<file path="src/buddy_page_allocator_assert.svh">
// Assertion macros for the allocator RTL
`ifndef BUDDY_PAGE_ALLOCATOR_ASSERT_SVH
`define BUDDY_PAGE_ALLOCATOR_ASSERT_SVH

// Same-cycle implication, checked while out of reset
`define BPA_ASSERT_IMP(name, clk, rst_n, ante, cons, msg) \
    name: assert property (@(posedge clk) disable iff (!rst_n) (ante) |-> (cons)) \
        else $error(msg);

// Next-cycle implication, checked while out of reset
`define BPA_ASSERT_NXT(name, clk, rst_n, ante, cons, msg) \
    name: assert property (@(posedge clk) disable iff (!rst_n) (ante) |=> (cons)) \
        else $error(msg);

`endif

</file>
<file path="src/bpa_pkg.sv">
`default_nettype none
package bpa_pkg;

    // Fixed field widths of the request and result
    localparam int SIZE_W  = 23;
    localparam int ADDR_W  = 22;
    localparam int LEVEL_W = 3;
    localparam int STAT_W  = 2;

    // Request kinds
    localparam logic REQ_ALLOC = 1'b0;
    localparam logic REQ_FREE  = 1'b1;

    // Result status codes
    localparam logic [STAT_W-1:0] STAT_OK        = 2'd0;
    localparam logic [STAT_W-1:0] STAT_NO_BLOCK  = 2'd1;
    localparam logic [STAT_W-1:0] STAT_NOT_ALLOC = 2'd2;

    // Link memory port controls
    typedef struct packed {
        logic re;
        logic we_next;
        logic we_prev;
    } t_lmem_ctl;

    // Frame memory port controls
    typedef struct packed {
        logic re;
        logic we_alloc;
        logic we_mark;
    } t_fmem_ctl;

    // One result
    typedef struct packed {
        logic [ADDR_W-1:0]  grant_address;
        logic [LEVEL_W-1:0] grant_level;
        logic [STAT_W-1:0]  status;
    } t_result;

endpackage
`default_nettype wire

</file>
<file path="src/bpa_ctrl.sv">
`default_nettype none
`include "buddy_page_allocator_assert.svh"
// Request sequencer: level scan, split, merge and list maintenance
module bpa_ctrl #(
    parameter int PAGE_BYTES  = 4096,
    parameter int FRAME_COUNT = 1024,
    parameter int TOP_LEVEL   = 6,
    localparam int LEVELS     = TOP_LEVEL + 1,
    localparam int FW         = $clog2(FRAME_COUNT),
    localparam int AW         = $clog2(TOP_LEVEL + 2)
) (
    input  wire logic                         i_clk,
    input  wire logic                         i_rst_n,
    // request side
    input  wire logic                         i_req_valid,
    output logic                              o_req_ready,
    input  wire logic                         i_req_type,
    input  wire logic [bpa_pkg::SIZE_W-1:0]   i_req_size,
    input  wire logic [bpa_pkg::ADDR_W-1:0]   i_req_address,
    // result side
    input  wire logic                         i_slot_free,
    output logic                              o_res_valid,
    output bpa_pkg::t_result                  o_res,
    // link memory
    output bpa_pkg::t_lmem_ctl                o_lctl,
    output logic [FW-1:0]                     o_lraddr,
    output logic [FW-1:0]                     o_lwaddr,
    output logic [FW-1:0]                     o_lwnext,
    output logic [FW-1:0]                     o_lwprev,
    input  wire logic [FW-1:0]                i_lrnext,
    input  wire logic [FW-1:0]                i_lrprev,
    // frame memory
    output bpa_pkg::t_fmem_ctl                o_fctl,
    output logic [FW-1:0]                     o_fraddr,
    output logic [FW-1:0]                     o_fwaddr,
    output logic [AW-1:0]                     o_fwalloc,
    output logic [LEVELS-1:0]                 o_fwmask,
    output logic [LEVELS-1:0]                 o_fwmark,
    input  wire logic [AW-1:0]                i_fralloc,
    input  wire logic [LEVELS-1:0]            i_frmark
);

    localparam int LW      = $clog2(LEVELS);
    localparam int CW      = $clog2(FRAME_COUNT + 1);
    localparam int XW      = ((FW > TOP_LEVEL) ? FW : TOP_LEVEL) + 2;
    localparam int PAGE_SH = $clog2(PAGE_BYTES);
    localparam int TOPS    = FRAME_COUNT >> TOP_LEVEL;
    localparam int TAIL0   = (TOPS > 0) ? (TOPS - 1) * (1 << TOP_LEVEL) : 0;

    localparam logic [XW-1:0]     BLK_TOP  = XW'(1) << TOP_LEVEL;
    localparam logic [LEVELS-1:0] TOP_MARK = LEVELS'(1) << TOP_LEVEL;
    localparam logic [LW-1:0]     LVL_TOP  = LW'(TOP_LEVEL);

    // Sequencer states
    localparam logic [3:0] S_CLEAR    = 4'd0;
    localparam logic [3:0] S_IDLE     = 4'd1;
    localparam logic [3:0] S_SCAN     = 4'd2;
    localparam logic [3:0] S_UNL_RD   = 4'd3;
    localparam logic [3:0] S_UNL_EVAL = 4'd4;
    localparam logic [3:0] S_UNL_FIX  = 4'd5;
    localparam logic [3:0] S_SPLIT    = 4'd6;
    localparam logic [3:0] S_PUSH     = 4'd7;
    localparam logic [3:0] S_PUSH2    = 4'd8;
    localparam logic [3:0] S_FCHK     = 4'd9;
    localparam logic [3:0] S_MRG_CHK  = 4'd10;
    localparam logic [3:0] S_MRG_RD   = 4'd11;
    localparam logic [3:0] S_MRG_U2   = 4'd12;
    localparam logic [3:0] S_MRG_UP   = 4'd13;
    localparam logic [3:0] S_DONE     = 4'd14;

    // Where a list push or unlink returns to
    localparam logic [1:0] RET_SPLIT = 2'd0;
    localparam logic [1:0] RET_MERGE = 2'd1;
    localparam logic [1:0] RET_MU1   = 2'd2;
    localparam logic [1:0] RET_MU2   = 2'd3;

    logic [3:0]        r_state, n_state;
    logic [1:0]        r_ret, n_ret;
    logic [LW-1:0]     r_want, n_want;
    logic [LW-1:0]     r_cur, n_cur;
    logic [FW-1:0]     r_frame, n_frame;
    logic [FW-1:0]     r_bud, n_bud;
    logic [FW-1:0]     r_tgt, n_tgt;
    logic [FW-1:0]     r_clr, n_clr;
    bpa_pkg::t_result  r_res, n_res;
    logic [FW-1:0]     r_head [LEVELS];
    logic [FW-1:0]     n_head [LEVELS];
    logic [FW-1:0]     r_tail [LEVELS];
    logic [FW-1:0]     n_tail [LEVELS];
    logic [CW-1:0]     r_cnt  [LEVELS];
    logic [CW-1:0]     n_cnt  [LEVELS];

    logic [CW-1:0]     cnt_cur;
    logic [FW-1:0]     head_cur;
    logic [FW-1:0]     tail_cur;
    logic [3:0]        ret_state;
    logic [LW-1:0]     size_lvl;
    logic [bpa_pkg::ADDR_W-1:0] addr_frame;
    logic              addr_bad;
    logic [XW-1:0]     clr_x;
    logic [XW-1:0]     clr_blk;
    logic              clr_top;
    logic [XW-1:0]     cur_span;
    logic [XW-1:0]     bud_x;
    logic              bud_fits;
    logic [LW-1:0]     lower;
    logic [AW-1:0]     fr_lvl;
    logic [LW-1:0]     free_lvl;

    // Smallest level whose block holds the size, clamped at the top
    function automatic logic [LW-1:0] f_size_level(input logic [bpa_pkg::SIZE_W-1:0] size);
        logic [LW-1:0] lv;
        lv = '0;
        for (int l = 0; l < TOP_LEVEL; l++) begin
            if ((64'(PAGE_BYTES) << l) < 64'(size)) begin
                lv = lv + LW'(1);
            end
        end
        return lv;
    endfunction

    // Per-level list registers seen at the current level
    assign cnt_cur  = r_cnt[r_cur];
    assign head_cur = r_head[r_cur];
    assign tail_cur = r_tail[r_cur];

    assign size_lvl   = f_size_level(i_req_size);
    assign addr_frame = i_req_address >> PAGE_SH;
    assign addr_bad   = 32'(addr_frame) >= 32'(FRAME_COUNT);

    // Reset image of one frame during the clearing pass
    assign clr_x   = XW'(r_clr);
    assign clr_blk = clr_x >> TOP_LEVEL;
    assign clr_top = ((clr_x & (BLK_TOP - XW'(1))) == '0) && (clr_blk < XW'(TOPS));

    // Buddy of the current block and whether it lies inside the pool
    assign cur_span = XW'(1) << r_cur;
    assign bud_x    = XW'(r_frame) ^ cur_span;
    assign bud_fits = (bud_x + cur_span) <= XW'(FRAME_COUNT);

    assign lower  = r_cur - LW'(1);
    assign fr_lvl = i_fralloc - AW'(1);
    assign free_lvl = (fr_lvl > AW'(TOP_LEVEL)) ? LVL_TOP : LW'(fr_lvl);

    // Return dispatch
    always_comb begin
        case (r_ret)
            RET_SPLIT: ret_state = S_SPLIT;
            RET_MERGE: ret_state = S_MRG_CHK;
            RET_MU1:   ret_state = S_MRG_U2;
            RET_MU2:   ret_state = S_MRG_UP;
            default:   ret_state = S_DONE;
        endcase
    end

    // Sequencer
    always_comb begin
        n_state = r_state;
        n_ret   = r_ret;
        n_want  = r_want;
        n_cur   = r_cur;
        n_frame = r_frame;
        n_bud   = r_bud;
        n_tgt   = r_tgt;
        n_clr   = r_clr;
        n_res   = r_res;
        n_head  = r_head;
        n_tail  = r_tail;
        n_cnt   = r_cnt;

        o_req_ready = 1'b0;
        o_res_valid = 1'b0;
        o_lctl      = '0;
        o_lraddr    = '0;
        o_lwaddr    = '0;
        o_lwnext    = '0;
        o_lwprev    = '0;
        o_fctl      = '0;
        o_fraddr    = '0;
        o_fwaddr    = '0;
        o_fwalloc   = '0;
        o_fwmask    = '0;
        o_fwmark    = '0;

        case (r_state)
            S_CLEAR: begin
                o_lctl.we_next  = 1'b1;
                o_lctl.we_prev  = 1'b1;
                o_lwaddr        = r_clr;
                o_lwnext        = (clr_top && (clr_blk + XW'(1) < XW'(TOPS))) ?
                                  FW'(clr_x + BLK_TOP) : '0;
                o_lwprev        = (clr_top && (clr_blk != '0)) ? FW'(clr_x - BLK_TOP) : '0;
                o_fctl.we_alloc = 1'b1;
                o_fctl.we_mark  = 1'b1;
                o_fwaddr        = r_clr;
                o_fwalloc       = '0;
                o_fwmask        = '1;
                o_fwmark        = clr_top ? TOP_MARK : '0;
                if (r_clr == FW'(FRAME_COUNT - 1)) begin
                    n_state = S_IDLE;
                end else begin
                    n_clr = r_clr + FW'(1);
                end
            end
            S_IDLE: begin
                o_req_ready = 1'b1;
                if (i_req_valid) begin
                    if (i_req_type == bpa_pkg::REQ_ALLOC) begin
                        n_want  = size_lvl;
                        n_cur   = size_lvl;
                        n_state = S_SCAN;
                    end else begin
                        n_frame = FW'(addr_frame);
                        if (addr_bad) begin
                            n_res   = '{grant_address: '0, grant_level: '0,
                                        status: bpa_pkg::STAT_NOT_ALLOC};
                            n_state = S_DONE;
                        end else begin
                            o_fctl.re = 1'b1;
                            o_fraddr  = FW'(addr_frame);
                            n_state   = S_FCHK;
                        end
                    end
                end
            end
            // first non-empty level at or above the wanted one
            S_SCAN: begin
                if (cnt_cur != '0) begin
                    n_frame        = head_cur;
                    n_tgt          = head_cur;
                    o_fctl.we_mark = 1'b1;
                    o_fwaddr       = head_cur;
                    o_fwmask       = LEVELS'(1) << r_cur;
                    o_fwmark       = '0;
                    n_ret          = RET_SPLIT;
                    n_state        = S_UNL_RD;
                end else if (r_cur == LVL_TOP) begin
                    n_res   = '{grant_address: '0, grant_level: '0,
                                status: bpa_pkg::STAT_NO_BLOCK};
                    n_state = S_DONE;
                end else begin
                    n_cur = r_cur + LW'(1);
                end
            end
            // unlink r_tgt from the list of level r_cur
            S_UNL_RD: begin
                if (cnt_cur == '0) begin
                    n_state = ret_state;
                end else if (cnt_cur == CW'(1)) begin
                    n_cnt[r_cur] = cnt_cur - CW'(1);
                    n_state      = ret_state;
                end else begin
                    o_lctl.re = 1'b1;
                    o_lraddr  = r_tgt;
                    n_state   = S_UNL_EVAL;
                end
            end
            S_UNL_EVAL: begin
                n_cnt[r_cur] = cnt_cur - CW'(1);
                if (r_tgt == head_cur) begin
                    n_head[r_cur] = i_lrnext;
                    n_state       = ret_state;
                end else if (r_tgt == tail_cur) begin
                    n_tail[r_cur] = i_lrprev;
                    n_state       = ret_state;
                end else begin
                    o_lctl.we_next = 1'b1;
                    o_lwaddr       = i_lrprev;
                    o_lwnext       = i_lrnext;
                    n_state        = S_UNL_FIX;
                end
            end
            S_UNL_FIX: begin
                o_lctl.we_prev = 1'b1;
                o_lwaddr       = i_lrnext;
                o_lwprev       = i_lrprev;
                n_state        = ret_state;
            end
            // split down, queueing upper halves
            S_SPLIT: begin
                if (r_cur > r_want) begin
                    o_fctl.we_mark = 1'b1;
                    o_fwaddr       = FW'(XW'(r_frame) + (XW'(1) << lower));
                    o_fwmask       = LEVELS'(1) << lower;
                    o_fwmark       = '1;
                    n_tgt          = FW'(XW'(r_frame) + (XW'(1) << lower));
                    n_cur          = lower;
                    n_ret          = RET_SPLIT;
                    n_state        = S_PUSH;
                end else begin
                    o_fctl.we_alloc = 1'b1;
                    o_fwaddr        = r_frame;
                    o_fwalloc       = AW'(r_want) + AW'(1);
                    n_res           = '{grant_address: bpa_pkg::ADDR_W'(32'(r_frame) << PAGE_SH),
                                        grant_level: bpa_pkg::LEVEL_W'(r_want),
                                        status: bpa_pkg::STAT_OK};
                    n_state         = S_DONE;
                end
            end
            // append r_tgt to the list of level r_cur
            S_PUSH: begin
                if (cnt_cur == '0) begin
                    n_head[r_cur] = r_tgt;
                    n_tail[r_cur] = r_tgt;
                    n_cnt[r_cur]  = cnt_cur + CW'(1);
                    n_state       = ret_state;
                end else begin
                    o_lctl.we_next = 1'b1;
                    o_lwaddr       = tail_cur;
                    o_lwnext       = r_tgt;
                    n_state        = S_PUSH2;
                end
            end
            S_PUSH2: begin
                o_lctl.we_prev = 1'b1;
                o_lwaddr       = r_tgt;
                o_lwprev       = tail_cur;
                n_tail[r_cur]  = r_tgt;
                n_cnt[r_cur]   = cnt_cur + CW'(1);
                n_state        = ret_state;
            end
            // free: recorded level of the frame
            S_FCHK: begin
                if (i_fralloc == '0) begin
                    n_res   = '{grant_address: '0, grant_level: '0,
                                status: bpa_pkg::STAT_NOT_ALLOC};
                    n_state = S_DONE;
                end else begin
                    n_cur           = free_lvl;
                    o_fctl.we_alloc = 1'b1;
                    o_fctl.we_mark  = 1'b1;
                    o_fwaddr        = r_frame;
                    o_fwalloc       = '0;
                    o_fwmask        = LEVELS'(1) << free_lvl;
                    o_fwmark        = '1;
                    n_tgt           = r_frame;
                    n_ret           = RET_MERGE;
                    n_res           = '{grant_address: '0,
                                        grant_level: bpa_pkg::LEVEL_W'(free_lvl),
                                        status: bpa_pkg::STAT_OK};
                    n_state         = S_PUSH;
                end
            end
            // merge with a free buddy, one level per pass
            S_MRG_CHK: begin
                if ((r_cur == LVL_TOP) || !bud_fits) begin
                    n_state = S_DONE;
                end else begin
                    o_fctl.re = 1'b1;
                    o_fraddr  = FW'(bud_x);
                    n_bud     = FW'(bud_x);
                    n_state   = S_MRG_RD;
                end
            end
            S_MRG_RD: begin
                if (!i_frmark[r_cur]) begin
                    n_state = S_DONE;
                end else begin
                    o_fctl.we_mark = 1'b1;
                    o_fwaddr       = r_frame;
                    o_fwmask       = LEVELS'(1) << r_cur;
                    o_fwmark       = '0;
                    n_tgt          = r_frame;
                    n_ret          = RET_MU1;
                    n_state        = S_UNL_RD;
                end
            end
            S_MRG_U2: begin
                o_fctl.we_mark = 1'b1;
                o_fwaddr       = r_bud;
                o_fwmask       = LEVELS'(1) << r_cur;
                o_fwmark       = '0;
                n_tgt          = r_bud;
                n_ret          = RET_MU2;
                n_state        = S_UNL_RD;
            end
            S_MRG_UP: begin
                o_fctl.we_mark = 1'b1;
                o_fwaddr       = FW'(XW'(r_frame) & ~cur_span);
                o_fwmask       = LEVELS'(1) << (r_cur + LW'(1));
                o_fwmark       = '1;
                n_frame        = FW'(XW'(r_frame) & ~cur_span);
                n_tgt          = FW'(XW'(r_frame) & ~cur_span);
                n_cur          = r_cur + LW'(1);
                n_ret          = RET_MERGE;
                n_state        = S_PUSH;
            end
            S_DONE: begin
                if (i_slot_free) begin
                    o_res_valid = 1'b1;
                    n_state     = S_IDLE;
                end
            end
            default: begin
                n_state = S_IDLE;
            end
        endcase
    end

    // Control registers; reset starts the clearing pass
    always_ff @(posedge i_clk) begin
        if (!i_rst_n) begin
            r_state <= S_CLEAR;
            r_clr   <= '0;
            r_cur   <= '0;
            for (int l = 0; l < LEVELS; l++) begin
                r_head[l] <= '0;
                r_tail[l] <= (l == TOP_LEVEL) ? FW'(TAIL0) : '0;
                r_cnt[l]  <= (l == TOP_LEVEL) ? CW'(TOPS) : '0;
            end
        end else begin
            r_state <= n_state;
            r_clr   <= n_clr;
            r_cur   <= n_cur;
            r_head  <= n_head;
            r_tail  <= n_tail;
            r_cnt   <= n_cnt;
        end
    end

    // Working registers
    always_ff @(posedge i_clk) begin
        r_ret   <= n_ret;
        r_want  <= n_want;
        r_frame <= n_frame;
        r_bud   <= n_bud;
        r_tgt   <= n_tgt;
        r_res   <= n_res;
    end

    assign o_res = r_res;

    `BPA_ASSERT_IMP(a_lmem_apart, i_clk, i_rst_n, o_lctl.re && (o_lctl.we_next || o_lctl.we_prev), o_lraddr != o_lwaddr, "link memory read and write collide")
    `BPA_ASSERT_IMP(a_fmem_apart, i_clk, i_rst_n, o_fctl.re && (o_fctl.we_alloc || o_fctl.we_mark), o_fraddr != o_fwaddr, "frame memory read and write collide")
    `BPA_ASSERT_IMP(a_level_range, i_clk, i_rst_n, 1'b1, r_cur <= LVL_TOP, "level out of range")
    `BPA_ASSERT_NXT(a_accept_leaves, i_clk, i_rst_n, (r_state == S_IDLE) && i_req_valid, r_state != S_IDLE, "request not taken")

endmodule
`default_nettype wire

</file>
<file path="config.mk">
export PLATFORM = sky130hd
export DESIGN_NAME = bpa_ctrl
export DESIGN_NICKNAME = d
export VERILOG_FILES = /design/src/bpa_pkg.sv /design/src/bpa_ctrl.sv
export VERILOG_INCLUDE_DIRS = /design/src /design/src/src
export SDC_FILE = /design/constraint.sdc
export NUM_CORES = 1
export LEC_CHECK = 0
export BUFFER_PORTS_ARGS = -buffer_cell sky130_fd_sc_hd__buf_2
export CAP_MARGIN = 25
export CORE_MARGIN = 5
export CORE_UTILIZATION = 30
export DETAILED_ROUTE_END_ITERATION = 6
export GPL_ROUTABILITY_DRIVEN = 0
export PLACE_DENSITY = 0.45
export SKIP_CTS_REPAIR_TIMING = 1
export SYNTH_ARGS = -nofsm -noshare
export SYNTH_HDL_FRONTEND = slang
export SYNTH_SLANG_ARGS = --single-unit
export TNS_END_PERCENT = 1
</file>
<file path="constraint.sdc">
create_clock -name i_clk -period 7.49 [get_ports i_clk]
set_clock_uncertainty 0.2 [all_clocks]
set_input_delay 0 -clock i_clk [delete_from_list [all_inputs] [get_ports i_clk]]
set_output_delay 0 -clock i_clk [all_outputs]
set_load 0.1 [all_outputs]
</file>
==> impl_results.md <==
* Rows at 88
* CTS tree: built
* Fillcell total at 6008
* Synth Area in Compound Gates at 16.91%
* Async S/R FF share, synth at 0%
* DR vias/cell at 5.361
* Synth Cell Area at 17250 µm²
* Worst Hold Class: input pin to register
* Status: finished with violations
* Initial antenna violation count at 3
* Starting Density at 30.07%
* Die area at 62400 µm²
* Global Route Usage Sum at 20.60%
* Boundary pin count at 192
* CP cell instances: buf_4, mux4_2, or3_1, o31ai_1, nand4_1, nor3_2, nand2b_1, and2_1, and2b_1, o2111ai_1, buf_2
* Cell variety after synth at 90
* Num CTS Buffers at 36
* Largest stage delay, worst path at 0.75 ns
* CTS H-tree depth at 2
* Failing checks: hold timing
* Final Net Count at 2282
* Post-synthesis xor/xnor area fraction at 3.605%
* DRT antenna net count at 0
* Cells after synthesis at 2013
* FMAX at 0.1715 GHz
* Fin crit share at 77.84%
* Clk sink count at 284
* Pleak at 7.669 nW
* Peak VDD IR at 0.2112 mV
* Min Tclk post-route at 5.831 ns
* WP data arrival at 5.63 ns
* CP endpoint kind: primary output
* Share of cells above drive strength 1 at 15.51%
* CTS Buffer Depth at 3
* Setup TNS Final at 0 ns
* Area after DPL at 18620 µm²
* Worst-margin pin slew at 1.018 ns
* Max Transition Viols Final at 0
* Worst Hold Path Cells at 6
* Register bit total from synthesis at 284
* Power per standard cell area at 232.3 nW/µm²
* Post-DP HPWL at 48400 µm
* Synth Area per Inst at 8.570 µm²
* Register area at 6192 µm²
* Critical path launch point type: register
* Vias in the first global route at 15600
* Headroom to the max-slew limit at 31.98%
* Top delay family on crit path: simple AND/OR/NAND/NOR gates
* Drt wl/cell at 22.92 µm
* Buf+Inv Stages, Crit Path at 2
* Register area share after synthesis at 35.86%
* Post-synth EDFFs at 50
* Area delta synth->final at 16.75%
* Multiplexer area fraction after synthesis at 13.85%
* Final Hold Viols at 1
* Yosys warns at 0
* Overflow after GRT at 0
* R2R depth at 10
* Required time worst endpoint at 7.29 ns
* Worst-path maximum fanout at 43
* Largest family of logic cells by synthesized area: simple AND/OR/NAND/NOR gates
* Pin count of the biggest net entering global routing at 84
* Fin area at 20140 µm²
* Die Height at 249.8 µm
* Unrepaired setup endpoints after global routing: false
* Final hold slack at -0.004933 ns
* Multi-input gate area at 10110 µm²
* CTS clk-pin slew, worst paths at 0.06 ns
* Setup-failing EPs final at 0
* DR iter-0 viols at 1316
* Routed WL at 67370 µm
* Slowest cell on crit path: nor3_2
* Vias at 15760
* Crit path depth at 11
* Die span in x at 249.8 µm
* Core Area at 57370 µm²
* Main synth FF type: dfxtp_1
* Post-synthesis simple-gate area fraction at 19.68%
* MaxCap Viol Count at 0
* Critical path class: register to primary output
* TritonRoute pass-1 iters at 5
* Port-buffer cells at 167
* Synth Area in Adders at 4.032%
* Root buffer cell: clkbuf_16
* First-pass GRT wire length at 99820 µm
* Post-route DRC at 0
* Clk_lat worst skew at 0.56 ns
## report_power, final
group | switching, mW | internal, mW | leakage (nW)
logic | 1.02 | 0.301 | 4.79
clock network | 0.704 | 1.05 | 0.565
registers | 0.0410 | 1.57 | 2.32
## sequential cells by signal (all words and copies together), names as in the netlist, 10 cells and up
signal / cells
o_res: 15
r_bud: 10
r_clr: 10
r_cnt: 77
r_frame: 10
r_head: 70
r_tail: 70
r_tgt: 10
## final timing paths
path | start | to | slack, ns
setup / recovery | r_cur[2] | o_fwmask[2] | 1.66
hold / removal | i_req_size[18] | r_want[0] | -0.005
setup reg to reg | r_cur[2] | r_tgt[9] | 2.20
hold reg to reg | r_tail[25] | r_tail[25] | 0.25
## area by class of cell
class	count	area share, %
diodes	2	0.02485
well taps	765	4.752
flip-flops and latches	284	30.74
repair buffers	241	7.380
multi-input cells	1524	50.18
clock inverters	12	0.7828
inverters	60	1.118
clock buffers	52	5.020
## placed cells by master (no fill, tap or decap), drive strengths merged, types with 16 or more instances in the layout
| cell | netlist | routed |
|---|---|---|
| a21oi | 75 | 75 |
| a221o | 21 | 21 |
| a221oi | 20 | 20 |
| a22oi | 31 | 31 |
| and2 | 22 | 22 |
| buf | 76 | 207 |
| clkbuf | 80 | 52 |
| dfxtp | 234 | 234 |
| dlygate4sd3 | 0 | 34 |
| edfxtp | 50 | 50 |
| ha | 54 | 54 |
| inv | 58 | 60 |
| mux2 | 21 | 21 |
| mux2i | 190 | 190 |
| nand2 | 360 | 360 |
| nand3 | 61 | 61 |
| nor2 | 152 | 152 |
| nor2b | 19 | 19 |
| nor3 | 53 | 53 |
| o211ai | 16 | 16 |
| o21ai | 130 | 130 |
| xnor2 | 51 | 51 |
| xor2 | 20 | 20 |
## cells by family after synthesis
logic type,after synthesis
buffers and inverters,216
adder cells (fa/ha/maj),55
AO/OA/AOI/OAI,428
other,1
flip-flops,284
XOR/XNOR,71
multiplexers,222
AND/OR/NAND/NOR,736
## stage by stage
step           utilization [%]  setup slack (ns)  std cells  hold slack [ns]  total power, mW
2_1_floorplan                -             1.829       2024         0.009483            2.590
3_3_place_gp             32.42             2.328       2837           0.1352            2.930
3_5_place_dp             32.46             2.266       2839           0.1358            2.933
4_1_cts                  34.49             1.678       2903          -0.4467            4.701
5_1_grt                  35.11             1.407       2939         0.009982            4.852
6_report                 35.11             1.659       2940        -0.004933            4.679
## synthesized netlist by cell type (8+ instances only)
cell / n / area share, %
xor2_1: 20 / 1.0
nor2b_1: 19 / 0.69
mux4_2: 11 / 1.4
mux2_2: 19 / 1.2
ha_1: 54 / 3.9
clkbuf_1: 79 / 1.7
mux2i_1: 190 / 11
a32oi_1: 8 / 0.41
a222oi_1: 14 / 0.81
nor3_2: 8 / 0.46
buf_4: 24 / 1.0
a31oi_1: 14 / 0.51
and2_1: 20 / 0.73
nand3_1: 59 / 1.7
o2bb2ai_1: 11 / 0.56
o22ai_1: 11 / 0.40
nor2_1: 144 / 3.1
a211oi_1: 12 / 0.52
o2111ai_1: 8 / 0.41
and3_1: 13 / 0.47
inv_1: 54 / 1.2
nor3_1: 45 / 1.3
buf_6: 13 / 0.85
dfxtp_1: 234 / 27
a221oi_1: 18 / 0.91
nand2b_1: 15 / 0.54
a22o_1: 8 / 0.41
o211ai_1: 16 / 0.70
buf_2: 33 / 0.96
nand2_1: 360 / 7.8
a22oi_1: 29 / 1.3
a21oi_1: 75 / 2.2
a221o_1: 21 / 1.2
nand4_1: 9 / 0.33
edfxtp_1: 50 / 8.7
xnor2_1: 51 / 2.6
o21ai_0: 123 / 3.6
## routing by layer
layer | vias to the layer above | GRT usage, % | part of all wire (%)
li1 | 7414 | - | -
met1 | 7632 | 26.21 | 42
met4 | 2 | 9.078 | 4.6
met5 | - | 0 | 0.016
met3 | 146 | 3.845 | 6.3
met2 | 567 | 34.12 | 47
## tightest hold or removal path, delay by kind of cell
kind            cells  cell delay (ns)
buf+inv             1             0.08
compound gates      1             0.09
simple gates        3             0.25
xor+xnor            1             0.13
(Power assumes the default switching activity.)
